File: config.mk
export PLATFORM = sky130hd
export DESIGN_NAME = acoustic_shot_split_detector_core
export DESIGN_NICKNAME = d
export VERILOG_FILES = /design/src/rtl/acsd_pkg.sv /design/src/rtl/acoustic_shot_split_detector_core.sv
export SDC_FILE = /design/constraint.sdc
export NUM_CORES = 1
export LEC_CHECK = 0
export CAP_MARGIN = 20
export CORE_AREA = 4 4 271 273
export CTS_CLUSTER_DIAMETER = 150
export DETAILED_ROUTE_END_ITERATION = 8
export DIE_AREA = 0 0 275 277
export DONT_BUFFER_PORTS = 1
export PLACE_DENSITY = 0.62
export SLEW_MARGIN = 20
export SYNTH_ARGS = -nofsm -noshare
export SYNTH_HDL_FRONTEND = slang
export SYNTH_SLANG_ARGS = --single-unit
File: constraint.sdc
create_clock -name clk_i -period 11.7 [get_ports clk_i]
set_input_delay 3.51 -clock clk_i [delete_from_list [all_inputs] [get_ports clk_i]]
set_output_delay 3.51 -clock clk_i [all_outputs]
set_load 0.005 [all_outputs]
File: src/rtl/acsd_pkg.sv
// Shared types and constants for the acoustic shot split detector.
// No dependencies; imported by the core.
`timescale 1ns / 1ps

package acsd_pkg;

  localparam int unsigned TimeW  = 32;
  localparam int unsigned LevelW = 16;
  localparam int unsigned CountW = 7;
  localparam int unsigned CfgIdxW = 3;
  localparam int unsigned CfgDataW = 32;

  typedef enum logic {
    OP_SAMPLE = 1'b0,
    OP_ARM    = 1'b1
  } op_e;

  typedef enum logic [1:0] {
    STOP_NONE    = 2'd0,
    STOP_MAX     = 2'd1,
    STOP_MANUAL  = 2'd2,
    STOP_TIMEOUT = 2'd3
  } stop_reason_e;

  typedef enum logic [CfgIdxW-1:0] {
    CFG_SHOT_THRESHOLD   = 3'd0,
    CFG_RECOIL_THRESHOLD = 3'd1,
    CFG_REFRACTORY_MS    = 3'd2,
    CFG_RECOIL_WINDOW_MS = 3'd3,
    CFG_TIMEOUT_MS       = 3'd4,
    CFG_MAX_SHOTS        = 3'd5,
    CFG_RECOIL_MODE      = 3'd6
  } cfg_idx_e;

  localparam logic [15:0] ShotThresholdRst   = 16'd8000;
  localparam logic [14:0] RecoilThresholdRst = 15'd8192;
  localparam logic [15:0] RefractoryRst      = 16'd100;
  localparam logic [15:0] RecoilWindowRst    = 16'd200;
  localparam logic [31:0] TimeoutRst         = 32'd10000;
  localparam logic [6:0]  MaxShotsRst        = 7'd10;

endpackage

File: src/rtl/acoustic_shot_split_detector_core.sv
// Shot timer core: acoustic shot detection, recoil confirmation, split timing.
// Depends on acsd_pkg for types, register indexes and reset values.
// Each item passes through an input register and then a result register.
// One item per cycle while out_ready_i does not stall; one pass per item.
// Reset: asynchronous active low; clears run state and restores register defaults.
// Configuration writes are taken every cycle (cfg_ready_o is always high).
`timescale 1ns / 1ps

module acoustic_shot_split_detector_core
  import acsd_pkg::*;
#(
  parameter int unsigned MAX_SHOTS = 64
) (
  input  logic                 clk_i,
  input  logic                 rst_ni,
  // configuration
  input  logic                 cfg_valid_i,
  output logic                 cfg_ready_o,
  input  logic [CfgIdxW-1:0]   cfg_index_i,
  input  logic [CfgDataW-1:0]  cfg_data_i,
  // input items
  input  logic                 in_valid_i,
  output logic                 in_ready_o,
  input  logic                 operation_i,
  input  logic [TimeW-1:0]     now_ms_i,
  input  logic [LevelW-1:0]    peak_level_i,
  input  logic signed [15:0]   accel_z_i,
  input  logic                 stop_pressed_i,
  input  logic [TimeW-1:0]     start_time_ms_i,
  input  logic [TimeW-1:0]     listen_time_ms_i,
  // results
  output logic                 out_valid_o,
  input  logic                 out_ready_i,
  output logic                 shot_detected_o,
  output logic [TimeW-1:0]     shot_time_ms_o,
  output logic [TimeW-1:0]     split_ms_o,
  output logic [CountW-1:0]    shot_count_o,
  output logic [TimeW-1:0]     elapsed_ms_o,
  output logic                 listening_o,
  output logic                 running_o,
  output logic [1:0]           stop_reason_o,
  output logic [LevelW-1:0]    peak_overall_o
);

  localparam logic [7:0] ShotCap = 8'(MAX_SHOTS);

  // configuration registers
  logic [15:0] shot_thr_q;
  logic [14:0] recoil_thr_q;
  logic [15:0] refractory_q;
  logic [15:0] window_q;
  logic [31:0] timeout_q;
  logic [6:0]  max_shots_q;
  logic        recoil_mode_q;

  assign cfg_ready_o = 1'b1;

  always_ff @(posedge clk_i or negedge rst_ni) begin
    if (!rst_ni) begin
      shot_thr_q    <= ShotThresholdRst;
      recoil_thr_q  <= RecoilThresholdRst;
      refractory_q  <= RefractoryRst;
      window_q      <= RecoilWindowRst;
      timeout_q     <= TimeoutRst;
      max_shots_q   <= MaxShotsRst;
      recoil_mode_q <= 1'b0;
    end else if (cfg_valid_i) begin
      case (cfg_idx_e'(cfg_index_i))
        CFG_SHOT_THRESHOLD:   shot_thr_q    <= cfg_data_i[15:0];
        CFG_RECOIL_THRESHOLD: recoil_thr_q  <= cfg_data_i[14:0];
        CFG_REFRACTORY_MS:    refractory_q  <= cfg_data_i[15:0];
        CFG_RECOIL_WINDOW_MS: window_q      <= cfg_data_i[15:0];
        CFG_TIMEOUT_MS:       timeout_q     <= cfg_data_i;
        CFG_MAX_SHOTS:        max_shots_q   <= cfg_data_i[6:0];
        CFG_RECOIL_MODE:      recoil_mode_q <= cfg_data_i[0];
        default: ;
      endcase
    end
  end

  // input register stage
  logic              stage_valid_q;
  logic              op_q;
  logic [TimeW-1:0]  now_q;
  logic [LevelW-1:0] level_q;
  logic [15:0]       az_q;
  logic              stop_btn_q;
  logic [TimeW-1:0]  start_q;
  logic [TimeW-1:0]  listen_at_q;
  logic              advance;
  logic              out_valid_q;

  assign advance    = stage_valid_q && (!out_valid_q || out_ready_i);
  assign in_ready_o = !stage_valid_q || advance;

  always_ff @(posedge clk_i or negedge rst_ni) begin
    if (!rst_ni) begin
      stage_valid_q <= 1'b0;
    end else if (in_ready_o) begin
      stage_valid_q <= in_valid_i;
    end
  end

  always_ff @(posedge clk_i) begin
    if (in_valid_i && in_ready_o) begin
      op_q        <= operation_i;
      now_q       <= now_ms_i;
      level_q     <= peak_level_i;
      az_q        <= accel_z_i;
      stop_btn_q  <= stop_pressed_i;
      start_q     <= start_time_ms_i;
      listen_at_q <= listen_time_ms_i;
    end
  end

  // run state
  logic              run_q, run_d;
  logic              listen_q, listen_d;
  logic [CountW-1:0] shots_q, shots_d;
  logic [TimeW-1:0]  run_start_q, run_start_d;
  logic [TimeW-1:0]  listen_from_q, listen_from_d;
  logic [TimeW-1:0]  last_detect_q, last_detect_d;
  logic [TimeW-1:0]  last_shot_q, last_shot_d;
  logic              pending_q, pending_d;
  logic [TimeW-1:0]  peak_at_q, peak_at_d;
  logic [TimeW-1:0]  last_split_q, last_split_d;
  logic [LevelW-1:0] level_max_q, level_max_d;
  stop_reason_e      stop_q, stop_d;

  // result fields of this item
  logic              det;
  logic [TimeW-1:0]  shot_t;
  logic [TimeW-1:0]  split;
  logic [TimeW-1:0]  elapsed;

  always_comb begin
    logic [7:0]       limit;
    logic             gap_ok;
    logic             sound;
    logic [15:0]      mag;
    logic [TimeW-1:0] idle;
    logic [TimeW-1:0] pend_at;
    logic             pend;

    run_d         = run_q;
    listen_d      = listen_q;
    shots_d       = shots_q;
    run_start_d   = run_start_q;
    listen_from_d = listen_from_q;
    last_detect_d = last_detect_q;
    last_shot_d   = last_shot_q;
    pending_d     = pending_q;
    peak_at_d     = peak_at_q;
    last_split_d  = last_split_q;
    level_max_d   = level_max_q;
    stop_d        = stop_q;
    det           = 1'b0;
    shot_t        = '0;
    split         = '0;
    elapsed       = '0;

    limit   = ({1'b0, max_shots_q} < ShotCap) ? {1'b0, max_shots_q} : ShotCap;
    gap_ok  = (shots_q == '0) || ((now_q - last_detect_q) > {16'd0, refractory_q});
    sound   = (level_q > shot_thr_q) && gap_ok && ({1'b0, shots_q} < limit);
    mag     = az_q[15] ? (~az_q + 16'd1) : az_q;
    pend    = pending_q || sound;
    pend_at = pending_q ? peak_at_q : now_q;
    idle    = '0;

    if (op_q == OP_ARM) begin
      run_d         = 1'b1;
      listen_d      = 1'b0;
      shots_d       = '0;
      run_start_d   = start_q;
      listen_from_d = listen_at_q;
      last_detect_d = '0;
      last_shot_d   = '0;
      pending_d     = 1'b0;
      peak_at_d     = '0;
      last_split_d  = '0;
      level_max_d   = '0;
      stop_d        = STOP_NONE;
    end else if (run_q) begin
      if (!listen_q && now_q >= listen_from_q && now_q >= run_start_q) begin
        listen_d = 1'b1;
      end
      if (listen_d) begin
        if (!recoil_mode_q) begin
          if (level_q > level_max_q) begin
            level_max_d = level_q;
          end
          if (sound) begin
            det    = 1'b1;
            shot_t = now_q;
          end
        end else begin
          pending_d = pend;
          peak_at_d = pend_at;
          if (pend) begin
            if (mag > {1'b0, recoil_thr_q}) begin
              det       = 1'b1;
              shot_t    = pend_at;
              pending_d = 1'b0;
              peak_at_d = '0;
            end else if ((now_q - pend_at) > {16'd0, window_q}) begin
              pending_d = 1'b0;
              peak_at_d = '0;
            end
          end
        end

        if (det) begin
          split         = (shots_q == '0) ? (shot_t - run_start_q) : (shot_t - last_shot_q);
          last_detect_d = shot_t;
          last_shot_d   = shot_t;
          last_split_d  = split;
          shots_d       = shots_q + 1'b1;
        end

        // stop order: shot limit, manual stop, timeout
        idle = (shots_d == '0) ? (now_q - run_start_q) : (now_q - last_shot_d);
        if (det && ({1'b0, shots_d} >= limit)) begin
          run_d    = 1'b0;
          listen_d = 1'b0;
          stop_d   = STOP_MAX;
        end else if (stop_btn_q) begin
          run_d    = 1'b0;
          listen_d = 1'b0;
          stop_d   = STOP_MANUAL;
        end else if (idle > timeout_q) begin
          run_d    = 1'b0;
          listen_d = 1'b0;
          stop_d   = STOP_TIMEOUT;
        end

        if (listen_d && now_q > run_start_q) begin
          elapsed = now_q - run_start_q;
        end
      end
    end
  end

  always_ff @(posedge clk_i or negedge rst_ni) begin
    if (!rst_ni) begin
      run_q         <= 1'b0;
      listen_q      <= 1'b0;
      shots_q       <= '0;
      run_start_q   <= '0;
      listen_from_q <= '0;
      last_detect_q <= '0;
      last_shot_q   <= '0;
      pending_q     <= 1'b0;
      peak_at_q     <= '0;
      last_split_q  <= '0;
      level_max_q   <= '0;
      stop_q        <= STOP_NONE;
    end else if (advance) begin
      run_q         <= run_d;
      listen_q      <= listen_d;
      shots_q       <= shots_d;
      run_start_q   <= run_start_d;
      listen_from_q <= listen_from_d;
      last_detect_q <= last_detect_d;
      last_shot_q   <= last_shot_d;
      pending_q     <= pending_d;
      peak_at_q     <= peak_at_d;
      last_split_q  <= last_split_d;
      level_max_q   <= level_max_d;
      stop_q        <= stop_d;
    end
  end

  // result register
  logic              det_q;
  logic [TimeW-1:0]  shot_t_q;
  logic [TimeW-1:0]  split_q;
  logic [CountW-1:0] count_q;
  logic [TimeW-1:0]  elapsed_q;
  logic              listening_q;
  logic              running_q;
  logic [1:0]        reason_q;
  logic [LevelW-1:0] peak_q;

  always_ff @(posedge clk_i or negedge rst_ni) begin
    if (!rst_ni) begin
      out_valid_q <= 1'b0;
    end else if (advance) begin
      out_valid_q <= 1'b1;
    end else if (out_ready_i) begin
      out_valid_q <= 1'b0;
    end
  end

  always_ff @(posedge clk_i) begin
    if (advance) begin
      det_q       <= det;
      shot_t_q    <= shot_t;
      split_q     <= split;
      count_q     <= shots_d;
      elapsed_q   <= elapsed;
      listening_q <= listen_d;
      running_q   <= run_d;
      reason_q    <= stop_d;
      peak_q      <= level_max_d;
    end
  end

  assign out_valid_o     = out_valid_q;
  assign shot_detected_o = det_q;
  assign shot_time_ms_o  = shot_t_q;
  assign split_ms_o      = split_q;
  assign shot_count_o    = count_q;
  assign elapsed_ms_o    = elapsed_q;
  assign listening_o     = listening_q;
  assign running_o       = running_q;
  assign stop_reason_o   = reason_q;
  assign peak_overall_o  = peak_q;

  // checks
  a_listen_needs_run: assert property (@(posedge clk_i) disable iff (!rst_ni)
    listen_q |-> run_q)
    else $error("listening without an active run");

  a_stop_ends_run: assert property (@(posedge clk_i) disable iff (!rst_ni)
    (stop_q != STOP_NONE) |-> !run_q)
    else $error("stop reason held while run active");

  a_shot_counts: assert property (@(posedge clk_i) disable iff (!rst_ni)
    (out_valid_q && det_q) |-> (count_q != '0))
    else $error("shot reported with zero count");

  a_shot_split_held: assert property (@(posedge clk_i) disable iff (!rst_ni)
    (advance && det) |=> (last_split_q == split_q && last_shot_q != '0 || shot_t_q == '0
                          || last_shot_q == shot_t_q))
    else $error("shot time not recorded");

  a_result_listen_run: assert property (@(posedge clk_i) disable iff (!rst_ni)
    (out_valid_q && listening_q) |-> running_q)
    else $error("result shows listening while stopped");

endmodule
After elaboration in Yosys (flattened, before gate mapping)
Cells that the tools add are included.

$add $sub $neg: 8. Magnitude comparators: 12. Equality and inequality tests: 6. Muxes and demuxes: 79. Bitwise gates (word level): 5. Reduce and logical (&&, ||, !) cells: 37.

Operators by type and width (number): $mux W32 (28); $sub A32 B32 Y32 (6); $mux W16 (6); $ge A32 B32 Y1 (2); $gt A32 B16 Y1 (2); $gt A32 B32 Y1 (2); $mux W7 (8); $gt A16 B16 Y1 (2); $mux W1 (31); $add A16 B1 Y16 const B (1); $gt A16 B15 Y1 (1); $not A16 Y16 (1); $reduce_and A2 Y1 (8); $logic_not A7 Y1 (2); $mux W2 (6); $reduce_bool A2 Y1 (5); $eq A3 B3 Y1 const B (3); $logic_and A1 B1 Y1 (8); $reduce_and A4 Y1 (2); $reduce_or A4 Y1 (2); $add A7 B1 Y7 const B (1); $ge A7 B7 Y1 (1); $lt A7 B7 Y1 (1); $lt A7 B7 Y1 const B (1); 8 further kinds (17).

Register bits: 547. Bits of input ports: 170. Output and inout port bits: 127. Logic and storage cells: 183.

Longest topological paths before layout
Depth after elaboration: 27. Depth in mapped cells: 51. Mapped depth without buffers: 48.

Worst setup path after synthesis
Ideal clock, no wire load.

Kind: register to register. Start point: register now_q[1]. End point: register elapsed_q[31], in the netlist elapsed_ms_o[31] (data pin). Setup time: 138 ps. Arrival time: 9589 ps. Required time: 11562 ps. Setup slack: 1972 ps. Cell stages (with the launch flop): 46. Path buffers: 3. Period minus slack after synthesis: 9728 ps. Path through: edfxtp_1 > ha_1 > nor2b_1 > o2111a_1 > or3_1 > nor4b_1 > nor4b_1 > nor2_1 > xor2_1 > ha_1 > nand4_1 > or4_1 > o21ai_0 > o2111ai_1 > nor4b_2 > nand3_1 > o21bai_4 > buf_2 > [10 not listed] > a21oi_1 > o21ai_0 > a21oi_1 > xor2_1 > mux2i_1 > ha_1 > a21o_1 > a21o_1 > a21oi_1 > o21ai_0 > a2111oi_0 > o211ai_1 > o21ai_0 > nand2b_1 > a211oi_1 > nand3_1 > buf_2 > nor2_1.

Cells in the longest elaborated chain, start to end: 27. Elaborated cells between the ends (all ways): 53. Classes of those cells: add/sub (3); order compare (6); mux (32); bitwise (2); reduce/logical (10).

Ends and longest elaborated chain: start, declared (RTL line acoustic_shot_split_detector_core.sv:84) `logic [TimeW-1:0] now_q;`; start signal, assigned (RTL line acoustic_shot_split_detector_core.sv:107) `now_q <= now_ms_i;`; $sub A32 B32 Y32 (RTL line acoustic_shot_split_detector_core.sv:163) `gap_ok = (shots_q == '0) || ((now_q - last_detect_q) > {16'd0, refractory_q});`; $gt A32 B16 Y1 (RTL line acoustic_shot_split_detector_core.sv:163); $logic_or A1 B1 Y1 (RTL line acoustic_shot_split_detector_core.sv:163); $logic_and A1 B1 Y1 (2 in a row) (RTL line acoustic_shot_split_detector_core.sv:164) `sound = (level_q > shot_thr_q) && gap_ok && ({1'b0, shots_q} < limit);`; $logic_or A1 B1 Y1 (RTL line acoustic_shot_split_detector_core.sv:166) `pend = pending_q || sound;`; $mux W32 or $mux W1 (tied branches) (RTL line acoustic_shot_split_detector_core.sv:199) `if (pend) begin`; $mux W32 or $mux W1 (tied branches) (RTL line acoustic_shot_split_detector_core.sv:188) `if (!recoil_mode_q) begin`; $mux W32 or $mux W1 (tied branches) (RTL line acoustic_shot_split_detector_core.sv:187) `if (listen_d) begin`; [10 not listed]; $mux W1 (RTL line acoustic_shot_split_detector_core.sv:226) `end else if (stop_btn_q) begin`; $mux W1 (RTL line acoustic_shot_split_detector_core.sv:222) `if (det && ({1'b0, shots_d} >= limit)) begin`; $mux W1 (RTL line acoustic_shot_split_detector_core.sv:187); $mux W1 (RTL line acoustic_shot_split_detector_core.sv:183) `end else if (run_q) begin`; $mux W1 (RTL line acoustic_shot_split_detector_core.sv:170) `if (op_q == OP_ARM) begin`; $logic_and A1 B1 Y1 (RTL line acoustic_shot_split_detector_core.sv:236) `if (listen_d && now_q > run_start_q) begin`; $not A1 Y1 (no source line); $reduce_or A4 Y1 (no source line); end signal, assigned (RTL line acoustic_shot_split_detector_core.sv:300) `elapsed_q <= elapsed;`; end, declared (RTL line acoustic_shot_split_detector_core.sv:278) `logic [TimeW-1:0] elapsed_q;`.

Several ways; a longest one is shown, not always the timed one. The select of a mux whose other input is x is not followed. A chain may end at the register's enable or synchronous reset.

Worst setup path in the final report
Start point: register now_q[0]. End point: register elapsed_q[7], in the netlist elapsed_ms_o[7] (data pin).

The elaborated chain is that of the path after synthesis.

==> summary.md <==
| Metric | Value |
|---|---|
| Synth cell types | 92 |
| Fin cells | 4,368 |
| Switching power | 2.801 mW |
| Synthesis Warnings | 0 |
| Crit end category | register |
| CORE AREA | 71,120 µm² |
| # Max-Cap Violations | 0 |
| Vias per cell | 5.875 |
| Routed Antenna Nets | 0 |
| Final Slew Violations | 0 |
| GR Util All Layers | 26.72% |
| Syn nets | a little under 4,000 |
| Max_slew headroom | 24.75% |
| RePlAce Congestion | 0.9306 |
| CTS H-tree lvls | 2 |
| Crit-path max FO | 24 |
| Status | finished, final reports clean |
| P&R area growth vs syn | 9.732% |
| Final nets | between 3,000 and 4,000 |
| Clock transition at the registers of the reported paths | approximately 0.060 ns |
| Tmin final | 10.91 ns |
| Syn Inst Count | 3,372 |
| Initial antenna violation count | 4 |
| PortBufs | 0 |
| Cts hold-fix bufs | 0 |
| Worst VDD drop | 142.1 µV |
| Met3 Usage GRT | 4.375% |
| Slew @ Worst Pin | 1.129 ns |
| Drt wl/cell | 23.83 µm |
| Endpoints failing hold | 0 |
| Comb pwr share | 40.0% |
| Count of final setup violators | 0 |
| Smallest hold slack | between 0.4 and 0.5 ns |
| Leakage Power | 16.41 nW |
| CP arrival | 11.37 ns |
| CTS tree | built |
| Grt peak-use layer | met2 |
| WL final | 104,100 µm |
| Slowest cell on the critical path | or4_1 |
| CTS root buffer | clkbuf_16 |
| Overflow after GRT | 0 |
| Layout cells sized above 1 | 9.280% |
| FF+latch area | 14,990 µm² |
| Startpoint types | register |
| Min-delay worst type | register to register |
| Vias in the first global route | 25,240 |
| Die Y | 277 µm |
| Pre-Repair DR Iteration Count | 6 |
| Pwr Density | 202.6 nW/µm² |
| Worst Skew | 0.02881 ns |
| Tcrit/Tclk final | 93.23% |
| Max incr delay on CP | 0.43 ns |
| Drt first-iter violations | just under 2,000 |
| Met2 track demand over resource | 41.73% |
| Crit path required time | 12.17 ns |
| Sw Ratio | 37.34% |
| Main flop type after synthesis | dfrtp_1 |
| First-pass GRT wire length | 155,100 µm |
| Area of the multi-input gates | 17,280 µm² |
| # fillers | 6,437 |
| Crit path kind | register to register |
| Cell Area, Synth | 33,740 µm² |
| Async SR Flop Fraction | 53.56% |
| Number of buffers created by CTS | 60 |
| DRC | 0 |
| Largest net degree at the start of global routing | between 200 and 300 |
| Mean area per synthesized cell | 10.00 µm² |
| I/O Pins | 297 |
| Fmax | 91.68 MHz |
| Row count | 98 |
| EDFF count, synth | 254 |
| Design area | between 30,000 and 40,000 µm² |
| Placed inst area | approximately 35,000 µm² |
| Bufs on Longest Clock Path | 3 |
| Initial core utilization | 47.44% |
| P_int | 4.700 mW |
| Sequential cell area fraction in the yosys report | 44.42% |
| Placed Instances | 4,248 |
| Clock Latency Late Sink | 0.64 ns |
| #FFs+latches synth | 547 |
| Vias after detailed routing | 25,660 |
| Die ar. | about 76,000 µm² |
| Clock Power Share | 26.8% |
| Chip width | 275 µm |
| Share of power burned in registers | 33.1% |
| M1 GR Usage | 38.12% |
| CTS Sinks | between 500 and 600 |
| Post-DP HPWL | 79,590 µm |
layout by cell type, fill, tap and decap left out, types with 32 or more instances in the layout:
cell type  synthesis  routed
a21o_1           149     149
a21oi_1          231     229
a22oi_1           33      32
buf_4              3      39
clkbuf_16          0      61
dfrtp_1          273     272
edfxtp_1         254     254
ha_1             315     315
inv_1            310     310
mux2_2            98      98
mux2i_1          103     103
nand2_1          250     249
nand2b_1          36      36
nand3_1           56      54
nand4_1           47      47
nor2_1           290     288
nor2b_1           39      39
nor3_1            48      46
o21a_1            36      36
o21ai_0          202     201
xnor2_1           92      92
xor2_1            52      52
cell usage after synthesis (6+ instances only):
library cell	count	area, µm²
ha_1	315	3941
inv_1	310	1164
nor2_1	290	1089
dfrtp_1	273	6832
edfxtp_1	254	7627
nand2_1	250	938.4
a21oi_1	231	1156
o21ai_0	202	1011
a21o_1	149	1119
mux2i_1	103	1031
mux2_2	98	1104
xnor2_1	92	805.8
clkbuf_1	83	311.6
nand3_1	56	280.3
xor2_1	52	455.4
nor3_1	48	240.2
nand4_1	47	294.0
nor2b_1	39	244.0
nand2b_1	36	225.2
o21a_1	36	270.3
a22oi_1	33	247.7
o21bai_1	29	217.7
a22o_1	20	175.2
dfstp_2	20	525.5
o21ai_1	18	90.09
a211oi_1	17	127.6
buf_2	17	85.08
or3_1	16	100.1
a31oi_1	13	81.33
o211ai_1	13	97.59
and3_1	12	75.07
nor4_1	12	75.07
o31ai_1	11	82.58
and2_1	9	56.30
a211o_1	7	61.31
a21boi_0	7	52.55
a221oi_1	7	61.31
o2111ai_1	7	61.31
or2_2	7	43.79
or4_1	7	52.55
and4_1	6	52.55
area by class of cell:
| cell class | count | share of cell area (%) |
|---|---|---|
| inverter | 311 | 3.167 |
| clock buffer | 74 | 4.363 |
| antenna | 2 | 0.01352 |
| tap | 950 | 3.211 |
| clock inverter | 40 | 1.308 |
| sequential | 547 | 40.48 |
| timing repair buffer | 39 | 0.7909 |
| multi-input combinational | 2405 | 46.67 |
critical path: cells and delay by family (launching register included):
family | cells | cell delay, ns
mux | 1 | 0.10
xor+xnor | 2 | 0.35
buf+inv | 3 | 0.58
compound gates | 21 | 4.73
simple gates | 15 | 3.39
flops | 1 | 0.39
fa+ha+maj | 4 | 1.19
worst paths after layout:
path	startpoint	endpoint	slack [ns]	cells after the start
hold reg to reg	start_q[9]$_DFFE_PP_	run_start_q[9]$_DFFE_PN0P_	0.47	1
min in group asynchronous	rst_ni	window_q[14]$_DFFE_PN0P_	2.59	0
hold / removal	start_q[9]$_DFFE_PP_	run_start_q[9]$_DFFE_PN0P_	0.47	1
max in group asynchronous	rst_ni	timeout_q[30]$_DFFE_PN0P_	8.59	0
setup reg to reg	now_q[0]$_DFFE_PP_	elapsed_ms_o[7]$_SDFFCE_PP0P_	0.79	46
setup / recovery	now_q[0]$_DFFE_PP_	elapsed_ms_o[7]$_SDFFCE_PP0P_	0.79	46
kinds of logic after synthesis:
group,count (synthesis),share of synthesized area (%)
other,1,0.01112
XOR/XNOR,144,3.738
adder cells (fa/ha/maj),320,11.98
AND/OR/NAND/NOR,863,11.92
multiplexers,202,6.361
flip-flops,547,44.42
AO/OA/AOI/OAI,875,16.78
buffers and inverters,420,4.792
power groups by stage:
| stage | sequential (mW) | clock [mW] | combinational (mW) |
|---|---|---|---|
| 4_1_cts | 2.49 | 2.05 | 2.96 |
| 5_1_grt | 2.51 | 2.13 | 3.34 |
| 3_3_place_gp | 2.51 | 0 | 2.88 |
| 6_report | 2.49 | 2.01 | 3.00 |
| 3_5_place_dp | 2.52 | 0 | 2.94 |
| 2_1_floorplan | 2.45 | 0 | 2.19 |
per-stage QoR:
step	setup TNS (ns)	power, mW	setup WS, ns	utilization (%)
after floorplan	0	4.642	1.972	-
after global placement	0	5.398	0.5621	48.99
after detailed placement	0	5.458	0.2739	48.99
after CTS	0	7.492	0.2356	51.94
after global routing	-0.1009	7.977	-0.04021	52.05
final	0	7.500	0.7921	52.05
timing repair:
item / in CTS / in global routing
setup buffers: 0 / 4
resized for setup: 0 / 12
endpoints found under the setup margin: 0 / 40
routing by layer:
| layer | share of wire (%) | wire (µm) |
|---|---|---|
| met2 | 45 | 46610 |
| met5 | 0.030 | 31 |
| met4 | 3.6 | 3737 |
| met3 | 6.4 | 6708 |
| met1 | 45 | 46990 |
Note: power is estimated with default switching activity, not from simulation.
